File: src/design/ill_pkg.sv
// Shared types and constants for the indexed linked list engine.
`default_nettype none
package ill_pkg;

  localparam int unsigned PTR_W = 6;
  localparam logic [PTR_W-1:0] NULL_PTR = 6'h3F;

  typedef enum logic [1:0] {
    CMD_INS_HEAD = 2'd0,
    CMD_INS_TAIL = 2'd1,
    CMD_READOUT  = 2'd2
  } cmd_e;

  typedef enum logic [1:0] {
    ST_OK    = 2'd0,
    ST_FULL  = 2'd1,
    ST_EMPTY = 2'd2
  } status_e;

  typedef struct packed {
    logic [1:0]         command;
    logic signed [31:0] value;
  } in_req_t;

  typedef struct packed {
    logic [1:0]         status;
    logic signed [31:0] item_value;
    logic               last;
  } out_req_t;

  // controller -> datapath
  typedef struct packed {
    logic    capture;
    logic    rd_free;
    logic    rd_head;
    logic    rd_next;
    logic    alloc;
    logic    alloc_head;
    logic    link_tail;
    logic    emit;
    logic    emit_node;
    status_e emit_status;
  } ill_cmd_t;

  // datapath -> controller
  typedef struct packed {
    logic free_empty;
    logic list_empty;
    logic out_free;
    logic walk_last;
  } ill_sts_t;

endpackage
`default_nettype wire

File: src/design/ill_ctrl.sv
// Control state machine for the indexed linked list engine.
`default_nettype none
module ill_ctrl (
  input  wire logic            clk_i,
  input  wire logic            rst_ni,
  input  wire logic            in_valid_i,
  output logic                 in_stall_o,
  input  wire logic [1:0]      cmd_i,
  input  wire ill_pkg::ill_sts_t sts_i,
  output ill_pkg::ill_cmd_t    cmd_o
);
  import ill_pkg::*;

  typedef enum logic [2:0] {
    S_IDLE,
    S_ALLOC,
    S_LINK,
    S_RESP,
    S_WALK
  } state_e;

  state_e  state_q, state_d;
  logic    at_head_q, at_head_d;
  status_e resp_q, resp_d;

  assign in_stall_o = (state_q != S_IDLE);

  always_comb begin
    cmd_o     = '0;
    cmd_o.emit_status = ST_OK;
    state_d   = state_q;
    at_head_d = at_head_q;
    resp_d    = resp_q;
    unique case (state_q)
      S_IDLE: begin
        if (in_valid_i) begin
          unique case (cmd_e'(cmd_i))
            CMD_INS_HEAD, CMD_INS_TAIL: begin
              cmd_o.capture = 1'b1;
              if (sts_i.free_empty) begin
                if (sts_i.out_free) begin
                  cmd_o.emit        = 1'b1;
                  cmd_o.emit_status = ST_FULL;
                end else begin
                  resp_d  = ST_FULL;
                  state_d = S_RESP;
                end
              end else begin
                cmd_o.rd_free = 1'b1;
                at_head_d     = (cmd_e'(cmd_i) == CMD_INS_HEAD);
                state_d       = S_ALLOC;
              end
            end
            CMD_READOUT: begin
              if (sts_i.list_empty) begin
                if (sts_i.out_free) begin
                  cmd_o.emit        = 1'b1;
                  cmd_o.emit_status = ST_EMPTY;
                end else begin
                  resp_d  = ST_EMPTY;
                  state_d = S_RESP;
                end
              end else begin
                cmd_o.rd_head = 1'b1;
                state_d       = S_WALK;
              end
            end
            default: ;  // unused code: dropped
          endcase
        end
      end
      S_ALLOC: begin
        cmd_o.alloc      = 1'b1;
        cmd_o.alloc_head = at_head_q;
        resp_d           = ST_OK;
        if (!at_head_q && !sts_i.list_empty) begin
          state_d = S_LINK;
        end else if (sts_i.out_free) begin
          cmd_o.emit = 1'b1;
          state_d    = S_IDLE;
        end else begin
          state_d = S_RESP;
        end
      end
      S_LINK: begin
        cmd_o.link_tail = 1'b1;
        if (sts_i.out_free) begin
          cmd_o.emit = 1'b1;
          state_d    = S_IDLE;
        end else begin
          state_d = S_RESP;
        end
      end
      S_RESP: begin
        if (sts_i.out_free) begin
          cmd_o.emit        = 1'b1;
          cmd_o.emit_status = resp_q;
          state_d           = S_IDLE;
        end
      end
      S_WALK: begin
        if (sts_i.out_free) begin
          cmd_o.emit      = 1'b1;
          cmd_o.emit_node = 1'b1;
          if (sts_i.walk_last) begin
            state_d = S_IDLE;
          end else begin
            cmd_o.rd_next = 1'b1;
          end
        end
      end
      default: state_d = S_IDLE;
    endcase
  end

  always_ff @(posedge clk_i or negedge rst_ni) begin
    if (!rst_ni) begin
      state_q   <= S_IDLE;
      at_head_q <= 1'b0;
      resp_q    <= ST_OK;
    end else begin
      state_q   <= state_d;
      at_head_q <= at_head_d;
      resp_q    <= resp_d;
    end
  end

endmodule
`default_nettype wire

File: src/design/ill_datapath.sv
// Node store, list pointers and result register of the linked list engine.
`default_nettype none
module ill_datapath #(
  parameter int unsigned CAPACITY   = 32,
  parameter int unsigned DATA_WIDTH = 32
) (
  input  wire logic                clk_i,
  input  wire logic                rst_ni,
  input  wire logic signed [31:0]  value_i,
  input  wire ill_pkg::ill_cmd_t   cmd_i,
  output ill_pkg::ill_sts_t        sts_o,
  output logic                     out_valid_o,
  input  wire logic                out_stall_i,
  output ill_pkg::out_req_t        out_req_o
);
  import ill_pkg::*;

  localparam int unsigned IDX_W = (CAPACITY > 1) ? $clog2(CAPACITY) : 1;
  localparam logic [PTR_W-1:0] CAP_P  = PTR_W'(CAPACITY);
  localparam logic [IDX_W-1:0] LAST_N = IDX_W'(CAPACITY - 1);

  logic [DATA_WIDTH-1:0] val_mem [CAPACITY];
  logic [PTR_W-1:0]      link_mem [CAPACITY];
  logic [CAPACITY-1:0]   link_vld_q;

  logic [DATA_WIDTH-1:0] val_q;       // value captured at accept
  logic [DATA_WIDTH-1:0] val_in;
  logic [DATA_WIDTH-1:0] val_rd_q;
  logic [PTR_W-1:0]      link_rd_q;
  logic [PTR_W-1:0]      head_q, free_q, tail_q, slot_q;
  logic [IDX_W-1:0]      cnt_q;
  logic [31:0]           val_wide;

  logic                  out_vld_q;
  out_req_t              out_q;

  logic                  rd_en;
  logic [PTR_W-1:0]      rd_ptr;
  logic [IDX_W-1:0]      rd_idx;
  logic [PTR_W-1:0]      rd_rst_link;
  logic                  wr_en;
  logic [IDX_W-1:0]      wr_idx;
  logic [PTR_W-1:0]      wr_link;
  logic                  nxt_null;

  function automatic logic is_null(input logic [PTR_W-1:0] p);
    return p >= CAP_P;
  endfunction

  // Width adaption in and out of the store
  if (DATA_WIDTH <= 32) begin : g_narrow
    assign val_in = value_i[DATA_WIDTH-1:0];
    if (DATA_WIDTH == 32) begin : g_eq
      assign val_wide = val_rd_q;
    end else begin : g_sx
      assign val_wide = {{(32-DATA_WIDTH){val_rd_q[DATA_WIDTH-1]}}, val_rd_q};
    end
  end else begin : g_wide
    assign val_in   = {{(DATA_WIDTH-32){1'b0}}, value_i};
    assign val_wide = val_rd_q[31:0];
  end

  // Read port
  assign rd_en  = cmd_i.rd_free | cmd_i.rd_head | cmd_i.rd_next;
  always_comb begin
    priority if (cmd_i.rd_free) begin
      rd_ptr = free_q;
    end else if (cmd_i.rd_head) begin
      rd_ptr = head_q;
    end else begin
      rd_ptr = link_rd_q;
    end
  end
  assign rd_idx      = rd_ptr[IDX_W-1:0];
  assign rd_rst_link = is_null(PTR_W'(rd_idx) + PTR_W'(1)) ? NULL_PTR
                                                            : PTR_W'(rd_idx) + PTR_W'(1);

  // Write port of the link store: new node, or old tail relinked
  assign wr_en   = cmd_i.alloc | cmd_i.link_tail;
  assign wr_idx  = cmd_i.alloc ? free_q[IDX_W-1:0] : tail_q[IDX_W-1:0];
  always_comb begin
    priority if (cmd_i.link_tail) begin
      wr_link = slot_q;
    end else if (cmd_i.alloc_head && !is_null(head_q)) begin
      wr_link = head_q;
    end else begin
      wr_link = NULL_PTR;
    end
  end

  always_ff @(posedge clk_i) begin
    if (wr_en) begin
      link_mem[wr_idx] <= wr_link;
    end
    if (cmd_i.alloc) begin
      val_mem[free_q[IDX_W-1:0]] <= val_q;
    end
    if (rd_en) begin
      link_rd_q <= link_vld_q[rd_idx] ? link_mem[rd_idx] : rd_rst_link;
      val_rd_q  <= val_mem[rd_idx];
    end
    if (cmd_i.capture) begin
      val_q <= val_in;
    end
    if (cmd_i.alloc) begin
      slot_q <= free_q;
    end
    if (cmd_i.rd_head) begin
      cnt_q <= '0;
    end else if (cmd_i.rd_next) begin
      cnt_q <= cnt_q + IDX_W'(1);
    end
  end

  always_ff @(posedge clk_i or negedge rst_ni) begin
    if (!rst_ni) begin
      link_vld_q <= '0;
      head_q     <= NULL_PTR;
      free_q     <= '0;
      tail_q     <= NULL_PTR;
    end else begin
      if (wr_en) begin
        link_vld_q[wr_idx] <= 1'b1;
      end
      if (cmd_i.alloc) begin
        free_q <= is_null(link_rd_q) ? NULL_PTR : link_rd_q;
        if (cmd_i.alloc_head || is_null(head_q)) begin
          head_q <= free_q;
        end
        if (is_null(head_q)) begin
          tail_q <= free_q;
        end
      end
      if (cmd_i.link_tail) begin
        tail_q <= slot_q;
      end
    end
  end

  // Result register
  assign nxt_null = is_null(link_rd_q) || (cnt_q == LAST_N);

  always_ff @(posedge clk_i or negedge rst_ni) begin
    if (!rst_ni) begin
      out_vld_q <= 1'b0;
    end else if (cmd_i.emit) begin
      out_vld_q <= 1'b1;
    end else if (!out_stall_i) begin
      out_vld_q <= 1'b0;
    end
  end

  always_ff @(posedge clk_i) begin
    if (cmd_i.emit) begin
      if (cmd_i.emit_node) begin
        out_q.status     <= ST_OK;
        out_q.item_value <= val_wide;
        out_q.last       <= nxt_null;
      end else begin
        out_q.status     <= cmd_i.emit_status;
        out_q.item_value <= '0;
        out_q.last       <= 1'b1;
      end
    end
  end

  assign out_valid_o      = out_vld_q;
  assign out_req_o        = out_q;
  assign sts_o.free_empty = is_null(free_q);
  assign sts_o.list_empty = is_null(head_q);
  assign sts_o.out_free   = !out_vld_q || !out_stall_i;
  assign sts_o.walk_last  = nxt_null;

endmodule
`default_nettype wire

File: src/design/indexed_linked_list_engine.sv
// Top level of the indexed linked list engine.
// A singly linked list of up to CAPACITY values kept in an on-chip node store,
// with unused entries threaded on a free list.
// Input channel (in_valid_i / in_stall_o / in_req_i): one request carries a
//   command and a value. Insert at head, insert at tail, or read out the list.
//   Command code 3 is accepted and dropped without a result.
// Output channel (out_valid_o / out_stall_i / out_req_o): each insert gives one
//   result (ok or full). A readout gives one result per node, head first, with
//   last set on the tail node; an empty list gives a single empty result.
// Sequence: insert at head or onto an empty list goes through an alloc state,
//   insert at tail through alloc and link states (a tail pointer is kept, so no
//   walk). Readout reads the head node, then gives the nodes in turn: the link
//   read of one node gives the address of the next.
// The next request is taken once the previous one has issued its last result
//   into the output register, even if that result still waits to be taken.
// A stalled receiver holds the output register and freezes the walk.
// Reset: list empty, all entries free in index order; no clearing pass.
`default_nettype none
module indexed_linked_list_engine #(
  parameter int unsigned CAPACITY   = 32,
  parameter int unsigned DATA_WIDTH = 32
) (
  input  wire logic               clk_i,
  input  wire logic               rst_ni,
  input  wire logic               in_valid_i,
  output logic                    in_stall_o,
  input  wire ill_pkg::in_req_t   in_req_i,
  output logic                    out_valid_o,
  input  wire logic               out_stall_i,
  output ill_pkg::out_req_t       out_req_o
);
  import ill_pkg::*;

  ill_cmd_t dp_cmd;   // controller commands
  ill_sts_t dp_sts;   // datapath status

  ill_ctrl u_ctrl (
    .clk_i      (clk_i),
    .rst_ni     (rst_ni),
    .in_valid_i (in_valid_i),
    .in_stall_o (in_stall_o),
    .cmd_i      (in_req_i.command),
    .sts_i      (dp_sts),
    .cmd_o      (dp_cmd)
  );

  ill_datapath #(
    .CAPACITY   (CAPACITY),
    .DATA_WIDTH (DATA_WIDTH)
  ) u_datapath (
    .clk_i       (clk_i),
    .rst_ni      (rst_ni),
    .value_i     (in_req_i.value),
    .cmd_i       (dp_cmd),
    .sts_o       (dp_sts),
    .out_valid_o (out_valid_o),
    .out_stall_i (out_stall_i),
    .out_req_o   (out_req_o)
  );

endmodule
`default_nettype wire

File: config.mk
export PLATFORM = sky130hd
export DESIGN_NAME = indexed_linked_list_engine
export DESIGN_NICKNAME = d
export VERILOG_FILES = /design/src/design/ill_pkg.sv /design/src/design/ill_ctrl.sv /design/src/design/ill_datapath.sv /design/src/design/indexed_linked_list_engine.sv
export SDC_FILE = /design/constraint.sdc
export NUM_CORES = 2
export LEC_CHECK = 0
export ABC_CLOCK_PERIOD_IN_PS = 8750
export BUFFER_PORTS_ARGS = -buffer_cell sky130_fd_sc_hd__buf_2
export CAP_MARGIN = 10
export CORE_MARGIN = 2
export CORE_UTILIZATION = 36
export DETAILED_ROUTE_END_ITERATION = 10
export SKIP_CTS_REPAIR_TIMING = 1
export SYNTH_ARGS = -nofsm -noshare
export SYNTH_HDL_FRONTEND = slang
export SYNTH_SLANG_ARGS = --single-unit
File: constraint.sdc
create_clock -name clk_i -period 8.75 [get_ports clk_i]
set_input_delay 0 -clock clk_i [delete_from_list [all_inputs] [get_ports clk_i]]
set_output_delay 0 -clock clk_i [all_outputs]
set_load 0.01 [all_outputs]
Yosys cells after proc, flatten, opt, wreduce, memory -nomap -nowiden
Memory sizes are Yosys's and may differ from the RTL's. A register that Yosys moved wholly into a read port is not among the register bits.
Cells that the tools add are included.
W data, S select, Z words.
{ "totals": {"memories": 2, "elab_cells": 138, "ramBits": 1216, "regBits": 140, "input_bits": 38, "out_inout_bits": 37} }
{ "classes": {"n_mux": 67, "n_eq_ne": 17, "order_cmp": 7, "bitwise": 5, "reduce_logical": 23, "n_addsub": 2} }
{ "mem_list": {"columns": ["name", "depth", "word_bits", "rd", "rd_ports_with_merged_regs", "write_ports", "line", "text"], "rows": [
  ["u_datapath.val_mem", 32, 32, 1, 1, 1, "ill_datapath.sv:22", "logic [DATA_WIDTH-1:0] val_mem [CAPACITY];"],
  ["u_datapath.link_mem", 32, 6, 1, 0, 1, "ill_datapath.sv:23", "logic [PTR_W-1:0] link_mem [CAPACITY];"]
]} }
{ "ops": {"columns": ["op", "count"], "rows": [
  ["$or A32 B32 Y32", 1],
  ["$mux W2", 15],
  ["$mux W5", 6],
  ["$mux W6", 5],
  ["$mux W3", 9],
  ["$ge A6 B6 Y1 const B", 4],
  ["$mux W1", 22],
  ["$pmux W2 S2", 4],
  ["$pmux W3 S5", 1],
  ["$lt A5 B6 Y1 const B", 2],
  ["$ne A3 B3 Y1 const B", 4],
  ["$reduce_and A7 Y1", 1],
  ["$add A5 B1 Y6 const B", 1],
  ["$eq A3 B2 Y1 const B", 2],
  ["$ne A2 B2 Y1 const B", 3],
  ["$pmux W3 S2", 1],
  ["$reduce_bool A2 Y1", 3],
  ["$add A5 B1 Y5 const B", 1],
  ["$bmux W1 S5", 1],
  ["$demux W1 S5", 1],
  ["$eq A5 B5 Y1 const B", 1],
  ["$ge A5 B1 Y1 const B", 1],
  ["$reduce_and A5 Y1", 1],
  ["$logic_not A1 Y1", 4],
  ["other kinds (18)", 27]
]} }

Longest topological paths before layout
{ "logic_depth": {"ltp_word": 11, "depth_mapped": 17, "depth_no_buf": 11} }

Modules after synthesis
Synthesis repeated with hierarchy kept, for this count alone.
{ "unflattened": {"cells_unflattened": 2814, "area_unflattened_um2": 54018.1} }
{ "modules_own_cells": {"columns": ["module", "area_per_inst_um2", "n_inst", "seq_area_each_um2", "cells_each"], "rows": [
  ["ill_datapath", 53462.5, 1, 41213.3, 2745],
  ["ill_ctrl", 555.5, 1, 150.1, 69]
]} }

Least setup slack after synthesis
OpenSTA, ideal clock, no wires.
{ "synth_path": {"kind": "register to register", "from": "register u_ctrl.state_q[0]", "to": "memory u_datapath.val_mem[28][0] (enable)", "t_arrival_ns": 3.132, "path_buffers": 3, "stages_incl_launch_ff": 7, "path_slack_ns": 5.197, "period_less_slack_ns": 3.553, "required_time_ns": 8.329, "setup_time_ns": 0.421, "path_cell_list": "dfrtp_1 clkbuf_1 or3b_2 clkbuf_1 or3_1 clkbuf_1 nor2_1"} }
{ "synth_between": {"elab_chain_cells": 4} }
{ "synth_lines": {"columns": ["item", "line", "text"], "rows": [
  ["start, declared", "ill_ctrl.sv:22", "state_e state_q, state_d;"],
  ["start signal, assigned", "ill_ctrl.sv:122", "state_q <= state_d;"],
  ["$eq A3 B1 Y1", "ill_ctrl.sv:34", "unique case (state_q)"],
  ["$mux W2", "ill_ctrl.sv:34", null],
  ["$mux W1", "ill_datapath.sv:95", "if (cmd_i.alloc) begin"],
  ["$mux W1 (not written as such)", "ill_datapath.sv:96", "val_mem[free_q[IDX_W-1:0]] <= val_q;"],
  ["end, declared", "ill_datapath.sv:22", null]
]} }
No other way between the ends.

Worst setup path in the final report
{ "layout_path": {"from": "register u_ctrl.state_q[0]", "to": "register u_datapath.val_rd_q[26], read port of u_datapath.val_mem, data pin"} }
{ "layout_between": {"elab_chain_cells": 4} }
{ "layout_lines": {"columns": ["item", "line", "text"], "rows": [
  ["$logic_not A3 Y1", "ill_ctrl.sv:34", null],
  ["$mux W3", "ill_ctrl.sv:34", null],
  ["$mux W5 / $or A1 B1 Y1 (equally long branches)", "ill_datapath.sv:68, ill_datapath.sv:64", null],
  ["$mux W5 / $or A1 B1 Y1 (equally long branches)", "ill_datapath.sv:66, ill_datapath.sv:64", null],
  ["end, declared", "ill_datapath.sv:28", "logic [DATA_WIDTH-1:0] val_rd_q;"]
]} }
Parallel ways exist; a longest one is shown, timed or not.
A chain may end at the register's enable or synchronous reset.

==> impl_metrics.env <==
export IMPL_async_flop_share=0.04035
export IMPL_worst_path_max_fanout=95
export IMPL_wl_per_cell_um=27.29
export IMPL_ys_top_cells_by_area="edfxtp_1, mux4_2, nand2_1"
export IMPL_grt_pass1_vias=26760
export IMPL_syn_num_nets=2841
export IMPL_cp_required_ps=9220
export IMPL_insertion_delay_ps=760
export IMPL_cts_sinks=1388
export IMPL_cts_root_buf="clkbuf_16"
export IMPL_cp_common_cell="buf_4"
export IMPL_violations="negative hold slack"
export IMPL_total_power_mw=21.13
export IMPL_final_hold_viol_count=47
export IMPL_area_growth_pct=14.35
export IMPL_critPathMaxStageDelay_ps=820
export IMPL_synth_distinct_cells=72
export IMPL_synth_seq_cells=1388
export IMPL_ys_seq_area_frac=0.7743
export IMPL_rows=141
export IMPL_grt_ovfl_total=0
export IMPL_crit_path_end_kind="flip-flop"
export IMPL_synthFlopType="edfxtp_1"
export IMPL_setup_viol=0
export IMPL_ys_warn_count=0
export IMPL_cts_tree="yes"
export IMPL_synth_edf_count=1327
export IMPL_die_area_um2=151500
export IMPL_place_gp_congestion=0.7804
export IMPL_detail_route_iter0_violations=3251
export IMPL_die_w_um=389.2
export IMPL_slew_violations=0
export IMPL_nets=3026
export IMPL_grt_first_pass_wirelength_um=193800
export IMPL_worstSetupPathType="flip-flop to flip-flop"
export IMPL_cap_viol_max_count=0
export IMPL_crit_chain="nor4b_2, nand3_1, a31o_1, buf_4, clkinv_16, buf_4, mux4_2, nand2_1, a21oi_1, or4_1"
export IMPL_rrSetupSlack_ps=3870
export IMPL_dr_pass1_iters=6
export IMPL_syn_area_um2=53420
export IMPL_synth_top_area_cell="edfxtp_1"
export IMPL_outcome="finished, violations left"
export IMPL_layout_worst_path_cycle_share=0.5581
export IMPL_r2r_end="u_datapath.val_rd_q[26]"
export IMPL_drc=0
export IMPL_hp_class="input pin to async pin"
export IMPL_place_detailed_hpwl_um=66640
export IMPL_slew_limit_headroom=0.2454
export IMPL_die_h_um=389.2
export IMPL_ir_drop_uv=336.4
export IMPL_synthCells=2800
export IMPL_via_per_inst=5.452
export IMPL_ios=75
export IMPL_power_density_nw_per_um2=345.9
export IMPL_core_area_um2=147500
export IMPL_slowest_stage="buf_4"
export IMPL_worst_pin_slew_ps=1130
export IMPL_grt_start_max_net_pins=150
export IMPL_fmax_mhz=204.8
export IMPL_crit_family="simple AND/OR/NAND/NOR gates"
export IMPL_final_common_cell="edfxtp_1"
export IMPL_ant_nets=0
export IMPL_wl_um=137000
export IMPL_p_leak_nw=19.54
export IMPL_port_buffers=74
export IMPL_final_cell_mix="edfxtp_1, nand2_1, mux4_2, a21oi_1, clkbuf_16"
export IMPL_rsz0062_at_grt="false"
export IMPL_tns_ps=0
export IMPL_drive_above_1_share=0.2333
export IMPL_clkTransAtPathRegs_ps=60
export IMPL_num_vias=27370
export IMPL_avgSynthCellArea_um2=19.08
export IMPL_synth_top_area_frac=0.7459
export IMPL_skew_ps=33.46
export IMPL_cp_start_kind="flip-flop"
export IMPL_antenna_found_initial=3
export IMPL_clockBufferDepth=3
export IMPL_arrival_ps=5360
export IMPL_worstReg2RegStart="u_ctrl.state_q[0]"
export IMPL_htreeDepth=4
export IMPL_cts_buffers=137
export IMPL_whs_ps=-47.12
export IMPL_period_needed_ps=4884
export IMPL_path_buf_inv=3
export IMPL_grt_usage=0.1790
export IMPL_start_util=0.3622
export IMPL_ff2ff_path_depth=10
## worst min-delay path, cell delays in order
cell and delay, ps:
dlygate4sd3_1 520, buf_2 100, buf_4 570
## kinds of logic after synthesis
| logic type | after synthesis | share of synthesized area |
|---|---|---|
| flops | 1388 | 0.7743 |
| buf+inv | 152 | 0.01380 |
| xor+xnor | 4 | 0.0006559 |
| compound gates | 255 | 0.02804 |
| mux | 306 | 0.1247 |
| simple gates | 692 | 0.05783 |
| fa+ha+maj | 3 | 0.0007027 |
## synthesized netlist by cell type (4+ instances only)
cell type	count
edfxtp_1	1327
nand2_1	393
mux4_2	287
a21oi_1	158
nor2_1	113
clkbuf_1	90
dfrtp_1	45
and2_1	37
nand3_1	37
or2_2	34
or4_1	31
o21ai_0	25
buf_2	21
mux2i_1	13
buf_1	12
buf_4	12
dfstp_2	11
nor3_1	10
o22ai_1	10
buf_6	9
and3_1	6
mux2_2	6
o211ai_1	6
a211oi_1	5
a22oi_1	5
a31oi_1	5
dfxtp_1	5
a311oi_1	4
nand3b_1	4
nor2b_1	4
o31a_1	4
## area by class of cell
class	count	area [um^2]
diodes	1	2.502
multi-input cells	1260	11630
fillers	13020	86400
flip-flops and latches	1388	41360
clock inverters	62	462.9
repair buffers	192	1444
well taps	1930	2415
inverters	6	56.30
clock buffers	182	3712
## power by group
part           internal, mW  switching, mW  leakage (nW)
Sequential             8.20          0.451          12.6
Combinational          2.75           4.16          4.85
Clock                  3.11           2.47          2.05
## registers in the layout, indices dropped and copies added, names as in the netlist, 6 cells and up
signal,flops
u_datapath.free_q,6
u_datapath.head_q,6
u_datapath.link_mem,192
u_datapath.link_rd_q,6
u_datapath.link_vld_q,32
u_datapath.out_req_o,35
u_datapath.slot_q,6
u_datapath.val_mem,1024
u_datapath.val_q,32
u_datapath.val_rd_q,32
## per-stage QoR
stage	utilization	cells	hold WS, ps	worst slack [ps]	cell area, um^2
floorplan	-	2800	-295.6	5197	53420
global placement	0.3821	4721	178.9	3985	56360
detailed placement	0.3821	4721	178.5	3943	56360
CTS	0.4104	4965	-639.1	3899	60540
global route	0.4142	5020	-0.2303	3544	61090
finish	0.4142	5021	-47.12	3866	61090
## per-layer routing
layer	share of wire	GRT usage	up-vias
met5	0	0	-
met4	0.026	0.05687	0
met3	0.072	0.03160	213
met2	0.48	0.2892	1134
met1	0.42	0.2473	14510
li1	-	-	11520
## how the worst max path moves through the flow
stage | start | end | slack, ps | cells past startpoint
floorplan | u_ctrl.state_q[0] | u_datapath.val_mem[28][0] | 5200 | 6
global placement | u_ctrl.state_q[0] | u_datapath.val_rd_q[22] | 3980 | 10
CTS | u_ctrl.state_q[0] | u_datapath.val_rd_q[24] | 3900 | 10
detailed placement | u_ctrl.state_q[0] | u_datapath.val_rd_q[13] | 3940 | 10
finish | u_ctrl.state_q[0] | u_datapath.val_rd_q[26] | 3870 | 10
global route | u_ctrl.state_q[0] | u_datapath.val_rd_q[24] | 3540 | 10
No activity file was read; power rests on OpenSTA's default activity.
